### src/hdl/hfcd_pkg.sv
// Shared types, constants and helper functions for the humidity frame CRC decoder.
// No dependencies; every other file in hdl/ refers to it by scoped names.
package hfcd_pkg;

   localparam logic [7:0] CRC_INIT = 8'hFF;
   localparam logic [7:0] CRC_POLY = 8'h31;

   // byte positions inside the six-byte frame
   localparam logic [2:0] POS_T_HI  = 3'd0;
   localparam logic [2:0] POS_T_LO  = 3'd1;
   localparam logic [2:0] POS_T_CRC = 3'd2;
   localparam logic [2:0] POS_H_HI  = 3'd3;
   localparam logic [2:0] POS_H_LO  = 3'd4;
   localparam logic [2:0] POS_H_CRC = 3'd5;

   localparam logic [14:0] TEMP_SCALE  = 15'd17500;
   localparam logic [14:0] TEMP_OFFSET = 15'd4500;
   localparam logic [13:0] HUM_SCALE   = 14'd10000;

   localparam int TEMP_MIN = -4500;
   localparam int TEMP_MAX = 13000;
   localparam int HUM_MAX  = 10000;

   localparam int QUEUE_DEPTH = 2;
   localparam int QUEUE_AW    = $clog2(QUEUE_DEPTH);
   localparam int QUEUE_CW    = $clog2(QUEUE_DEPTH + 1);

   typedef enum logic [1:0] {
      STATUS_OK       = 2'd0,
      STATUS_TEMP_CRC = 2'd1,
      STATUS_HUM_CRC  = 2'd2
   } status_type;

   typedef struct packed {
      logic [15:0] temp_word;
      logic [15:0] hum_raw;
      status_type  status;
   } frame_rec_type;

   // CRC-8, MSB first, one byte
   function automatic logic [7:0] crc_feed(input logic [7:0] crc, input logic [7:0] b);
      logic [7:0] c;
      c = crc ^ b;
      for (int k = 0; k < 8; k++) begin
         c = c[7] ? ({c[6:0], 1'b0} ^ CRC_POLY) : {c[6:0], 1'b0};
      end
      return c;
   endfunction

   // floor(x / 65535) = (x + (x >> 16) + 1) >> 16, exact while the quotient stays small
   function automatic logic [15:0] div_65535(input logic [30:0] x);
      logic [31:0] s;
      s = 32'(x) + 32'(x[30:16]) + 32'd1;
      return s[31:16];
   endfunction

endpackage

### src/hdl/hfcd_front.sv
// Front end: takes frame bytes, tracks the byte position, runs the CRC checks
// and pushes one record per complete frame. Depends on hfcd_pkg.
module hfcd_front (
   input  logic                  clock,
   input  logic                  reset,
   input  logic                  req_tvalid,
   output logic                  req_tready,
   input  logic [7:0]            req_tdata,   // [7:0] rx_byte
   input  logic                  req_tuser,   // [0] frame_start
   output logic                  push_valid,
   input  logic                  push_ready,
   output hfcd_pkg::frame_rec_type push_data
);

   logic [2:0]  pos_ff, pos_in, pos;
   logic [7:0]  crc_ff, crc_in, crc;
   logic        tgood_ff, tgood_in;
   logic [15:0] tword_ff, tword_in;
   logic [15:0] hword_ff, hword_in;
   logic        restart, accept;

   assign req_tready = push_ready;
   assign accept     = req_tvalid & req_tready;

   always_comb begin
      restart  = req_tuser | (pos_ff > hfcd_pkg::POS_H_CRC);
      pos      = restart ? hfcd_pkg::POS_T_HI : pos_ff;
      crc      = restart ? hfcd_pkg::CRC_INIT : crc_ff;
      pos_in   = pos_ff;
      crc_in   = crc_ff;
      tgood_in = tgood_ff;
      tword_in = tword_ff;
      hword_in = hword_ff;
      push_valid = 1'b0;
      if (accept) begin
         pos_in = pos + 3'd1;
         crc_in = hfcd_pkg::crc_feed(crc, req_tdata);
         unique case (pos)
            hfcd_pkg::POS_T_HI: tword_in = {req_tdata, 8'h00};
            hfcd_pkg::POS_T_LO: tword_in = {tword_ff[15:8], req_tdata};
            hfcd_pkg::POS_T_CRC: begin
               tgood_in = (crc == req_tdata);
               crc_in   = hfcd_pkg::CRC_INIT;
            end
            hfcd_pkg::POS_H_HI: hword_in = {req_tdata, 8'h00};
            hfcd_pkg::POS_H_LO: hword_in = {hword_ff[15:8], req_tdata};
            hfcd_pkg::POS_H_CRC: begin
               crc_in     = hfcd_pkg::CRC_INIT;
               pos_in     = hfcd_pkg::POS_T_HI;
               push_valid = 1'b1;
            end
            default: ;
         endcase
      end
   end

   always_comb begin
      push_data.temp_word = tword_ff;
      push_data.hum_raw   = hword_ff;
      // temperature error wins when both words fail
      priority if (!tgood_ff)
         push_data.status = hfcd_pkg::STATUS_TEMP_CRC;
      else if (crc != req_tdata)
         push_data.status = hfcd_pkg::STATUS_HUM_CRC;
      else
         push_data.status = hfcd_pkg::STATUS_OK;
   end

   always_ff @(posedge clock) begin
      if (reset) begin
         pos_ff   <= hfcd_pkg::POS_T_HI;
         crc_ff   <= hfcd_pkg::CRC_INIT;
         tgood_ff <= 1'b0;
      end else begin
         pos_ff   <= pos_in;
         crc_ff   <= crc_in;
         tgood_ff <= tgood_in;
      end
      tword_ff <= tword_in;
      hword_ff <= hword_in;
   end

endmodule

### src/hdl/hfcd_queue.sv
// Small record queue between front end and scaling back end.
// Depends on hfcd_pkg for the record type and depth.
module hfcd_queue (
   input  logic                    clock,
   input  logic                    reset,
   input  logic                    push_valid,
   output logic                    push_ready,
   input  hfcd_pkg::frame_rec_type push_data,
   output logic                    pop_valid,
   input  logic                    pop_ready,
   output hfcd_pkg::frame_rec_type pop_data
);

   hfcd_pkg::frame_rec_type slot_ff [hfcd_pkg::QUEUE_DEPTH];
   logic [hfcd_pkg::QUEUE_AW-1:0] wr_ptr_ff, rd_ptr_ff;
   logic [hfcd_pkg::QUEUE_CW-1:0] count_ff, count_in;
   logic push, pop;

   assign push_ready = (count_ff != hfcd_pkg::QUEUE_CW'(hfcd_pkg::QUEUE_DEPTH));
   assign pop_valid  = (count_ff != '0);
   assign push       = push_valid & push_ready;
   assign pop        = pop_valid & pop_ready;
   assign pop_data   = slot_ff[rd_ptr_ff];

   always_comb begin
      count_in = count_ff;
      unique case ({push, pop})
         2'b10:   count_in = count_ff + 1'b1;
         2'b01:   count_in = count_ff - 1'b1;
         default: ;
      endcase
   end

   function automatic logic [hfcd_pkg::QUEUE_AW-1:0] next_ptr(
      input logic [hfcd_pkg::QUEUE_AW-1:0] p);
      return (p == hfcd_pkg::QUEUE_AW'(hfcd_pkg::QUEUE_DEPTH - 1)) ? '0 : p + 1'b1;
   endfunction

   always_ff @(posedge clock) begin
      if (reset) begin
         wr_ptr_ff <= '0;
         rd_ptr_ff <= '0;
         count_ff  <= '0;
      end else begin
         if (push) wr_ptr_ff <= next_ptr(wr_ptr_ff);
         if (pop)  rd_ptr_ff <= next_ptr(rd_ptr_ff);
         count_ff <= count_in;
      end
      if (push) slot_ff[wr_ptr_ff] <= push_data;
   end

endmodule

### src/hdl/hfcd_back.sv
// Back end: scales raw words to centi-units in two stages (multiply, then
// divide by 65535 and offset) and holds the result in the output register.
// Depends on hfcd_pkg.
module hfcd_back (
   input  logic                    clock,
   input  logic                    reset,
   input  logic                    pop_valid,
   output logic                    pop_ready,
   input  hfcd_pkg::frame_rec_type pop_data,
   output logic                    rsp_tvalid,
   input  logic                    rsp_tready,
   output logic [31:0]             rsp_tdata,   // [14:0] temperature_centi, [28:15] humidity_centi
   output logic [1:0]              rsp_tuser    // [1:0] frame_status
);

   // stage 1: products
   logic                 s1_valid_ff;
   logic [30:0]          tprod_ff;
   logic [29:0]          hprod_ff;
   hfcd_pkg::status_type s1_status_ff;
   // stage 2: output register
   logic                 s2_valid_ff;
   logic [14:0]          temp_ff, temp_in;
   logic [13:0]          hum_ff, hum_in;
   hfcd_pkg::status_type s2_status_ff;

   logic s1_ready, s2_ready;
   logic [15:0] tq, hq;

   assign s2_ready  = ~s2_valid_ff | rsp_tready;
   assign s1_ready  = ~s1_valid_ff | s2_ready;
   assign pop_ready = s1_ready;

   always_comb begin
      tq = hfcd_pkg::div_65535(tprod_ff);
      hq = hfcd_pkg::div_65535({1'b0, hprod_ff});
      if (s1_status_ff == hfcd_pkg::STATUS_OK) begin
         temp_in = tq[14:0] - hfcd_pkg::TEMP_OFFSET;
         hum_in  = hq[13:0];
      end else begin
         temp_in = '0;
         hum_in  = '0;
      end
   end

   always_ff @(posedge clock) begin
      if (reset) begin
         s1_valid_ff <= 1'b0;
         s2_valid_ff <= 1'b0;
      end else begin
         if (s1_ready) s1_valid_ff <= pop_valid;
         if (s2_ready) s2_valid_ff <= s1_valid_ff;
      end
      if (s1_ready && pop_valid) begin
         tprod_ff     <= 31'(pop_data.temp_word) * 31'(hfcd_pkg::TEMP_SCALE);
         hprod_ff     <= 30'(pop_data.hum_raw) * 30'(hfcd_pkg::HUM_SCALE);
         s1_status_ff <= pop_data.status;
      end
      if (s2_ready && s1_valid_ff) begin
         temp_ff      <= temp_in;
         hum_ff       <= hum_in;
         s2_status_ff <= s1_status_ff;
      end
   end

   assign rsp_tvalid = s2_valid_ff;
   assign rsp_tdata  = {3'b000, hum_ff, temp_ff};
   assign rsp_tuser  = s2_status_ff;

endmodule

### src/hdl/humidity_frame_crc_decoder.sv
// Top level of the humidity frame CRC decoder: front end, record queue, back end.
// Depends on hfcd_pkg, hfcd_front, hfcd_queue and hfcd_back.
//
// Usage:
//   req_* carries one frame byte per transfer: temperature high, low, CRC,
//   humidity high, low, CRC. req_tuser high marks a byte as the first of a
//   new frame and drops any partial frame; without it frames follow each
//   other every six bytes.
//   rsp_* carries one result per frame: temperature in 0.01 degC and
//   humidity in 0.01 %RH in tdata, frame status in tuser (ok, temperature
//   CRC error, humidity CRC error). Both values read zero on an error.
// Throughput: one byte per cycle while req_tready is high (combinational CRC
//   update); one result per cycle from the two-stage pipe while rsp_tready is high.
// Path: after the transfer of the sixth byte the record is written to the
//   queue, then passes the multiply stage, then the divide/offset stage
//   into the output register.
// Stall: when rsp_tready is low the result holds; the pipe and a two-entry
//   queue keep absorbing frames, and req_tready drops only when the queue
//   is full.
// Reset: synchronous; position returns to the first byte, CRC to 0xFF,
//   queue and pipe empty.
module humidity_frame_crc_decoder (
   input  logic        clock,
   input  logic        reset,
   input  logic        req_tvalid,
   output logic        req_tready,
   input  logic [7:0]  req_tdata,   // [7:0] rx_byte
   input  logic        req_tuser,   // [0] frame_start
   output logic        rsp_tvalid,
   input  logic        rsp_tready,
   output logic [31:0] rsp_tdata,   // [14:0] temperature_centi, [28:15] humidity_centi
   output logic [1:0]  rsp_tuser    // [1:0] frame_status
);

   logic                    push_valid, push_ready;
   hfcd_pkg::frame_rec_type push_data;
   logic                    pop_valid, pop_ready;
   hfcd_pkg::frame_rec_type pop_data;

   hfcd_front u_front (
      .clock      (clock),
      .reset      (reset),
      .req_tvalid (req_tvalid),
      .req_tready (req_tready),
      .req_tdata  (req_tdata),
      .req_tuser  (req_tuser),
      .push_valid (push_valid),
      .push_ready (push_ready),
      .push_data  (push_data)
   );

   hfcd_queue u_queue (
      .clock      (clock),
      .reset      (reset),
      .push_valid (push_valid),
      .push_ready (push_ready),
      .push_data  (push_data),
      .pop_valid  (pop_valid),
      .pop_ready  (pop_ready),
      .pop_data   (pop_data)
   );

   hfcd_back u_back (
      .clock      (clock),
      .reset      (reset),
      .pop_valid  (pop_valid),
      .pop_ready  (pop_ready),
      .pop_data   (pop_data),
      .rsp_tvalid (rsp_tvalid),
      .rsp_tready (rsp_tready),
      .rsp_tdata  (rsp_tdata),
      .rsp_tuser  (rsp_tuser)
   );

endmodule

### config.mk
export PLATFORM = sky130hd
export DESIGN_NAME = humidity_frame_crc_decoder
export DESIGN_NICKNAME = d
export VERILOG_FILES = /design/src/hdl/hfcd_pkg.sv /design/src/hdl/hfcd_front.sv /design/src/hdl/hfcd_queue.sv /design/src/hdl/hfcd_back.sv /design/src/hdl/humidity_frame_crc_decoder.sv
export SDC_FILE = /design/constraint.sdc
export NUM_CORES = 1
export LEC_CHECK = 0
export BUFFER_PORTS_ARGS = -buffer_cell sky130_fd_sc_hd__buf_2
export CAP_MARGIN = 20
export CORE_AREA = 2 2 227 229
export DETAILED_ROUTE_END_ITERATION = 10
export DIE_AREA = 0 0 229 231
export GPL_TIMING_DRIVEN = 0
export MAX_ROUTING_LAYER = met4
export PLACE_DENSITY_LB_ADDON = 0.25
export SLEW_MARGIN = 40
export SYNTH_ARGS = -nofsm -noshare
export SYNTH_HDL_FRONTEND = slang
export SYNTH_HIERARCHICAL = 1
export SYNTH_SLANG_ARGS = --single-unit
### constraint.sdc
create_clock -name clock -period 13.1 [get_ports clock]
set_clock_uncertainty 0.1 [all_clocks]
set_input_delay 3.275 -clock clock [delete_from_list [all_inputs] [get_ports clock]]
set_output_delay 3.275 -clock clock [all_outputs]
set_load 0.05 [all_outputs]
==> results.toml, run 1 <==
[global_route]
grt_pass1_wl_um = 49200
track_usage = 0.118
grt_pass1_vias = 9354
gr-total-overflow = 0
grt_max_degree = 41
antenna_found_initial = 0

[place]
dp.cells = 2044
io_buffers = 45
gp_congestion = 0.817
hpwl_um = 23400
postPlaceCellArea_mm2 = 0.0161

[worst_setup_path]
r2r_end = "u_back/hprod_ff[28]"
critical_path_class = "reg -> reg"
rrSetupSlack_ps = 7130
slowest_delay_ps = 560
worst_path_max_delay_cell = "fa_1"
worstPathCellList = "buf_2, buf_2, mux2_2, inv_1, fa_1, inv_1, ha_1, inv_1, fa_1, inv_1, ha_1, inv_1, fa_1, inv_1, ha_1, a21o_1, a211oi_2, o21bai_1, a21oi_1, o211ai_1, o41a_1, mux2i_1, nand3_1"
crit_arrival_ps = 6130
end_kind = "flop"
r2r_cells = 23
path_common_cell = "inv_1"
critPathMaxFanout = 10
start_kind = "flop"
cp.required_ps = 13260

[sta]
rsz0062_at_grt = "false"
period_share = 0.456
finalSetupViolations = 0
maxSlewViolCount = 0
clock.fmax_mhz = 168
finalSetupTns_ps = 0
hold_viol = 0
fin_crit_ps = 5970
tightest_slew_ps = 792
max_slew_margin = 0.472

[cts]
clock_path_buffers = 3
clk_pin_slew_worst_paths_ps = 60
h-tree-depth = 1
numCtsBuffers = 24
cts_root_buf = "clkbuf_16"
cts_resized = 0
ctsHoldBuffers = 0
cts_tree = "done"
postCtsSetupBuffers = 0
cts_sinks = 207
clock_latency_ps = 520

[route]
first_pass_iters = 4
wl_met2_um = 13200
ant_nets = 0
top_layer_used = "met4"
wl_met1_um = 15100
avgViaCountPerCell = 4.42
routed-wl-met3_um = 823
num_vias = 9215
drcViolationCount = 0
drtIter0Drc = 446
route.detailed.wl_per_inst_um = 14.2
routed_wirelength_um = 29700

[min_path]
min_path_type = "reg -> reg"
holdPathStages = 0
hold_end = "u_queue/slot_ff[1][16]"
min-delay-start = "u_front/hword_ff[14]"

[logic_synthesis]
yosysUniqueCellTypes = 75
synth_flop_cell = "edfxtp_1"
ys_top_cells_by_count = "inv_1, ha_1, edfxtp_1"
synth_top_area_cell = "edfxtp_1"
syn-instance-count = 1314
yosys_warnings = 6
syn-cell-area_mm2 = 0.0149
ys_ff_latch = 207
async_reset_ff_frac = 0
yosysMostFrequentCell = "inv_1"
yosysSeqAreaShare = 0.403
synth-edff-count = 188
synth_top_area_frac = 0.378
synthTopCellsByArea = "edfxtp_1, ha_1, fa_1"
synth_area_per_cell_um2 = 11.4

[floorplanning]
dieHeight_um = 231
rows = 83
core_mm2 = 0.0507
die_x_um = 229
dieArea_mm2 = 0.0529
start_util = 0.295
boundaryPins = 49

[cells_and_area]
drive_gt1_frac = 0.124
final_cell_count_no_fill = 2085
regArea_mm2 = 0.00603
num_antenna_cells = 0
area.growth.synth_to_final_pct = 13.4
fillers = 5151
nNetsFinal = 1677
fin_area_mm2 = 0.0169
multi_input_area_mm2 = 0.00798

[pwr]
max-vdd-ir-drop_mv = 0.101
p_int_w = 0.00132
p_comb_frac = 0.182
power_w = 0.00178
switching_share = 0.257
p_seq_frac = 0.425
pwr-share-clk = 0.393
powerDensity_mw_per_mm2 = 105
p_leak_nw = 7.22
switching_power_w = 0.000456

[status]
status = "completed"

[run]
max-cap-violations = 0
cell type report:
| type | instances | area share |
|---|---|---|
| clock inverter | 12 | 0.0103 |
| tap | 680 | 0.0502 |
| multi-input combinational | 865 | 0.471 |
| sequential | 207 | 0.356 |
| buffer | 21 | 0.00724 |
| timing repair buffer | 48 | 0.0170 |
| clock buffer | 29 | 0.0390 |
| inverter | 223 | 0.0494 |
sequential cells by signal (all words and copies together), names as in the netlist, 2 cells and up, named ones only:
signal and count:
u_queue/count_ff 2, u_back/hprod_ff 26, u_queue/slot_ff 68, u_back/temp_ff 15
u_front/tword_ff 16, u_back/tprod_ff 29, u_back/hum_ff 14, u_back/rsp_tuser 2
u_front/crc_ff 8, u_front/hword_ff 16, u_back/s1_status_ff 2, u_front/pos_ff 3
power by group through the flow:
stage          Clock [W]  Sequential, W  Combinational, W
2_1_floorplan          0       0.000766          0.000256
3_3_place_gp           0       0.000769          0.000321
3_5_place_dp           0       0.000769          0.000323
4_1_cts         0.000722       0.000755          0.000327
5_1_grt         0.000749       0.000756          0.000370
6_report        0.000698       0.000755          0.000323
cells in the final DEF, fill, tap and decap left out, drive strengths merged, types with 8 or more instances in the layout:
master,netlist,layout
o21a,8,8
dfxtp,19,19
nor2,67,67
buf,12,60
nand3,22,22
o21ai,40,40
or3,12,12
o21bai,12,12
inv,223,223
nand4,10,10
nor4,9,9
a211oi,18,18
edfxtp,188,188
ha,194,194
clkbuf,9,38
xor2,23,23
nor3,22,22
mux2,35,35
a21oi,66,66
nor2b,20,20
nand2,43,43
fa,80,80
xnor2,53,53
a21o,18,18
and2,21,21
nand2b,8,8
through the flow:
stage | utilization | hold WS [ps] | setup slack (ps)
after global placement | 0.316 | 325 | 6840
final | 0.334 | 347 | 7130
after detailed placement | 0.318 | 335 | 7080
after floorplan | - | 321 | 7610
after CTS | 0.334 | 351 | 7050
after global routing | 0.334 | 356 | 6770
routing by layer:
metal / vias to the layer above / GRT usage
met5: - / -
met3: 39 / 0.0177
met1: 4346 / 0.162
met2: 103 / 0.186
met4: 0 / 0.0239
li1: 4727 / -
how the worst max path moves through the flow:
stage,slack (ps),to,cells after the start
6_report,7130,u_back/hprod_ff[28],23
5_1_grt,6770,u_back/hprod_ff[28],23
4_1_cts,7050,u_back/hprod_ff[28],23
3_5_place_dp,7080,u_back/hprod_ff[28],23
3_3_place_gp,6840,u_back/temp_ff[13],3
2_1_floorplan,7610,u_queue/slot_ff[1][0],4
worst max-delay path, delay by kind of cell, from the launching register on:
kind	cells	cell delay [ps]
fa+ha+maj	6	2460
buf+inv	8	890
simple gates	1	90
flops	1	310
mux	2	470
compound gates	6	1400
cells by family (layout without fill, tap and decap cells):
kind of cell / count (synthesis) / count (layout) / synth area share
AO/OA/AOI/OAI: 208 / 208 / 0.0943
XOR/XNOR: 76 / 76 / 0.0463
adder cells (fa/ha/maj): 275 / 275 / 0.270
buffers and inverters: 244 / 333 / 0.0642
flip-flops: 207 / 207 / 0.403
multiplexers: 40 / 40 / 0.0297
other: 1 / 3 / 0.000251
AND/OR/NAND/NOR: 263 / 263 / 0.0914
No activity file was read; power rests on OpenSTA's default activity.
==> inputs of run 2 (changes only) <==
==> constraint.sdc (replaced) <==
create_clock -name clock -period 5.5 [get_ports clock]
set_clock_uncertainty 0.1 [all_clocks]
set_input_delay 1.375 -clock clock [delete_from_list [all_inputs] [get_ports clock]]
set_output_delay 1.375 -clock clock [all_outputs]
set_load 0.05 [all_outputs]
==> results.toml, run 2 (synthesis results as in run 1) <==
[route]
route.detailed.wl_per_inst_um = 14.2
ant_nets = 0
routed_wirelength_um = 30200
drcViolationCount = 0
drtIter0Drc = 462
avgViaCountPerCell = 4.42
first_pass_iters = 7
num_vias = 9365

[cts]
h-tree-depth = 1
cts_sinks = 207
clock_path_buffers = 3
numCtsBuffers = 24
clk_pin_slew_worst_paths_ps = 60
clock_latency_ps = 520
ctsHoldBuffers = 0
cts_root_buf = "clkbuf_16"
cts_tree = "done"

[cells_and_area]
regMostFlops = "u_queue/slot_ff"
layout.cells.most_common_list = "inv_1, edfxtp_1, ha_1"
largest_reg_flops = 68
final_util = 0.344
final_common_cell = "inv_1"
area.growth.synth_to_final_pct = 16.8
drive_gt1_frac = 0.167
fillers = 5114
nNetsFinal = 1709
fin_area_mm2 = 0.0175
top_regs = "u_queue/slot_ff (68), u_back/tprod_ff (29), u_back/hprod_ff (26)"
num_antenna_cells = 0

[worst_setup_path]
critical_path_class = "reg -> reg"
r2r_end = "u_back/hprod_ff[29]"
end_kind = "flop"
start_kind = "flop"
critPathMaxFanout = 6
cp.required_ps = 5670
crit_arrival_ps = 5540
r2r_cells = 23
rrSetupSlack_ps = 120

[status]
status = "completed"

[min_path]
min-delay-start = "u_front/hword_ff[14]"
min_path_type = "reg -> reg"
holdPathStages = 0
hold_end = "u_queue/slot_ff[1][16]"

[sta]
maxSlewViolCount = 0
clock.fmax_mhz = 186
hold_viol = 0
max_slew_margin = 0.472
tightest_slew_ps = 791
rsz0062_at_grt = "true"
finalSetupViolations = 0
hold_slack_ps = 347
fin_crit_ps = 5380
finalSetupTns_ps = 0
period_share = 0.978

[floorplanning]
rows = 83
core_mm2 = 0.0507
start_util = 0.295
die_x_um = 229
dieHeight_um = 231
dieArea_mm2 = 0.0529
boundaryPins = 49

[place]
postPlaceCellArea_mm2 = 0.0161
gp_congestion = 0.817
hpwl_um = 23400
io_buffers = 45

[pwr]
p_comb_frac = 0.193
p_seq_frac = 0.419
max-vdd-ir-drop_mv = 0.240
switching_power_w = 0.00111
switching_share = 0.258
p_int_w = 0.00318
power_w = 0.00429
powerDensity_mw_per_mm2 = 246
pwr-share-clk = 0.388
p_leak_nw = 7.42

[global_route]
track_usage = 0.118
gr-total-overflow = 0
grt_pass1_vias = 9393
grt_max_degree = 41
grt_pass1_wl_um = 49400
antenna_found_initial = 0

[run]
max-cap-violations = 0
-- run 2: routing by layer --
metal,track usage,vias up,share of wire
met1,0.161,4439,0.50
met5,-,-,0
met4,0.0239,0,0.018
li1,-,4793,-
met3,0.0177,39,0.026
met2,0.187,94,0.45
-- run 2: critical path: stages, from the launching register on --
cell      delay, ps
dfxtp_2         320
buf_8           140
buf_12          130
mux2_4          230
inv_6            50
fa_1            530
inv_1            50
ha_1            280
inv_2            40
fa_1            510
inv_2            50
ha_4            260
inv_2            30
fa_1            490
inv_2            50
ha_4            250
a21o_1          180
a211oi_2        230
a21oi_2         100
o21ai_2         180
a211o_1         250
o21ai_2          90
o41a_1          410
xor2_1          170
-- run 2: cell type report --
type,instances,area (um2),area share
clock buffers,29,661,0.0379
well taps,680,851,0.0488
flip-flops and latches,207,6030,0.345
clock inverters,12,174,0.00997
plain buffers,21,173,0.00989
inverters,223,862,0.0494
repair buffers,80,543,0.0311
multi-input cells,865,8160,0.468
-- run 2: worst max path at each step --
stage | end | depth (start not counted)
floorplan | u_back/hprod_ff[28] | 23
global placement | u_back/hprod_ff[28] | 23
detailed placement | u_back/hprod_ff[28] | 23
CTS | u_back/tprod_ff[28] | 18
global route | u_back/hprod_ff[29] | 23
finish | u_back/hprod_ff[29] | 23
-- run 2: power groups by stage --
stage	clock network (W)	logic [W]	registers, W
6_report	0.00166	0.000825	0.00180
5_1_grt	0.00178	0.000943	0.00180
4_1_cts	0.00172	0.000790	0.00180
3_5_place_dp	0	0.000770	0.00183
3_3_place_gp	0	0.000765	0.00183
2_1_floorplan	0	0.000609	0.00182
-- run 2: timing repair --
action	CTS	global route
setup endpoints to repair	17	14
resized for setup	33	45
cloned	0	1
setup buffers	7	24
pin swaps	11	25
-- run 2: metrics by stage --
step                      cells  worst slack [ps]
after floorplan            1316               190
after global placement     2041              -505
after detailed placement   2044              -520
after CTS                  2092              6.07
after global routing       2117             -80.9
final                      2117               123
==> inputs of run 3 (changes only) <==
--- a/config.mk
+++ b/config.mk
@@ -7,9 +7,9 @@
 export LEC_CHECK = 0
 export BUFFER_PORTS_ARGS = -buffer_cell sky130_fd_sc_hd__buf_2
 export CAP_MARGIN = 20
-export CORE_AREA = 2 2 227 229
+export CORE_AREA = 2 2 161 321
 export DETAILED_ROUTE_END_ITERATION = 10
-export DIE_AREA = 0 0 229 231
+export DIE_AREA = 0 0 163 323
 export GPL_TIMING_DRIVEN = 0
 export MAX_ROUTING_LAYER = met4
 export PLACE_DENSITY_LB_ADDON = 0.25
==> results.toml, run 3 (synthesis results as in run 1) <==
[floorplanning]
boundaryPins = 49
die_x_um = 163
rows = 117
dieArea_mm2 = 0.0526
dieHeight_um = 323
start_util = 0.296
core_mm2 = 0.0505

[place]
gp_congestion = 0.848
postPlaceCellArea_mm2 = 0.0161
hpwl_um = 22800
dp.cells = 2018
io_buffers = 45

[worst_setup_path]
critical_path.top_delay_family = "adder cells"
critPathMaxFanout = 8
cp.required_ps = 5660
critical_path_class = "reg -> reg"
slowest_delay_ps = 540
path_buf_inv = 8
start_kind = "flop"
worst_path_max_delay_cell = "fa_1"
path_common_cell = "inv_2"
worstPathCellList = "buf_6, buf_12, mux2_4, inv_4, fa_1, inv_2, ha_4, inv_2, fa_1, inv_2, ha_4, inv_2, fa_1, inv_2, ha_4, a21o_1, a211oi_4, a21oi_2, o21ai_2, a211o_1, o21ai_2, o41a_1, xor2_1"
end_kind = "flop"
crit_arrival_ps = 5480

[cts]
clock_latency_ps = 520
cts_tree = "done"
clk_pin_slew_worst_paths_ps = 60
numCtsBuffers = 23
cts_sinks = 207
cts_root_buf = "clkbuf_16"
clock_path_buffers = 3
h-tree-depth = 1

[global_route]
antenna_found_initial = 0
gr-total-overflow = 0
grt_pass1_wl_um = 48100
track_usage = 0.117
grt_pass1_vias = 9372
grt_max_degree = 45

[run]
max-cap-violations = 0

[cells_and_area]
final_util = 0.344
num_antenna_cells = 0
final_common_cell = "inv_1"
drive_gt1_frac = 0.161
layout.cells.most_common_list = "inv_1, edfxtp_1, ha_1"
top_regs = "u_queue/slot_ff (68), u_back/tprod_ff (29), u_back/hprod_ff (26)"
fin_area_mm2 = 0.0173
area.growth.synth_to_final_pct = 16.1
final_cell_count_no_fill = 2090
nNetsFinal = 1708
regMostFlops = "u_queue/slot_ff"
largest_reg_flops = 68

[sta]
max_slew_margin = 0.464
fin_crit_ps = 5320
finalSetupViolations = 0
rsz0062_at_grt = "true"
tightest_slew_ps = 802
hold_viol = 0
hold_slack_ps = 339
clock.fmax_mhz = 188
period_share = 0.968
maxSlewViolCount = 0

[pwr]
power_w = 0.00416
powerDensity_mw_per_mm2 = 240
max-vdd-ir-drop_mv = 0.179
p_leak_nw = 7.38

[route]
first_pass_iters = 6
num_vias = 9305
route.detailed.wl_per_inst_um = 14.0
routed_wirelength_um = 29300
ant_nets = 0
avgViaCountPerCell = 4.45
drtIter0Drc = 286
drcViolationCount = 0

[min_path]
min_path_type = "reg -> reg"

[status]
status = "completed"
-- run 3: cell type report --
cell class,instances,area (um2)
fillers,5090,33200
repair buffers,81,548
flip-flops and latches,207,6030
plain buffers,20,165
well taps,654,818
inverters,223,857
multi-input cells,865,8180
clock buffers,33,644
clock inverters,7,108
-- run 3: what timing repair did --
item	in CTS	in global routing
resized for setup	32	44
hold buffers	0	0
endpoints found under the setup margin	19	15
buffers inserted	6	27
pin swaps	8	22
-- run 3: path summary, 6_finish.rpt --
kind,startpoint,slack (ps),depth (start not counted),to
max,flop,180,23,u_back/hprod_ff[29]
min,u_front/tword_ff[13],340,0,u_queue/slot_ff[0][31]
max reg2reg,flop,180,23,u_back/hprod_ff[29]
min reg2reg,u_front/tword_ff[13],340,0,u_queue/slot_ff[0][31]
-- run 3: stage by stage --
step	setup slack (ps)	setup TNS, ps
after floorplan	190	0
after global routing	-15.0	-20.6
final	176	0
after CTS	3.84	0
after global placement	-517	-5200
after detailed placement	-526	-5340
-- run 3: report_power, final --
group          switching (W)  leakage (nW)  internal (W)  total, W
Clock               0.000592         0.366      0.000949   0.00154
Sequential         0.0000229          1.91       0.00177   0.00180
Combinational       0.000456          5.11      0.000366  0.000823
-- run 3: layer usage --
layer | up-vias | global-route usage | share of wire
met5 | - | - | 0
met4 | 0 | 0.0356 | 0.024
met3 | 42 | 0.0138 | 0.029
met2 | 127 | 0.205 | 0.50
met1 | 4351 | 0.140 | 0.45
li1 | 4785 | - | -
-- run 3: worst reg2reg max path: stages, from the launching register on --
cell and delay (ps):
dfxtp_2 310, buf_6 130, buf_12 140, mux2_4 210, inv_4 50, fa_1 540, inv_2 50, ha_4 260
inv_2 30, fa_1 510, inv_2 50, ha_4 260, inv_2 30, fa_1 480, inv_2 40, ha_4 220
a21o_1 210, a211oi_4 290, a21oi_2 100, o21ai_2 190, a211o_1 230, o21ai_2 80, o41a_1 410, xor2_1 160
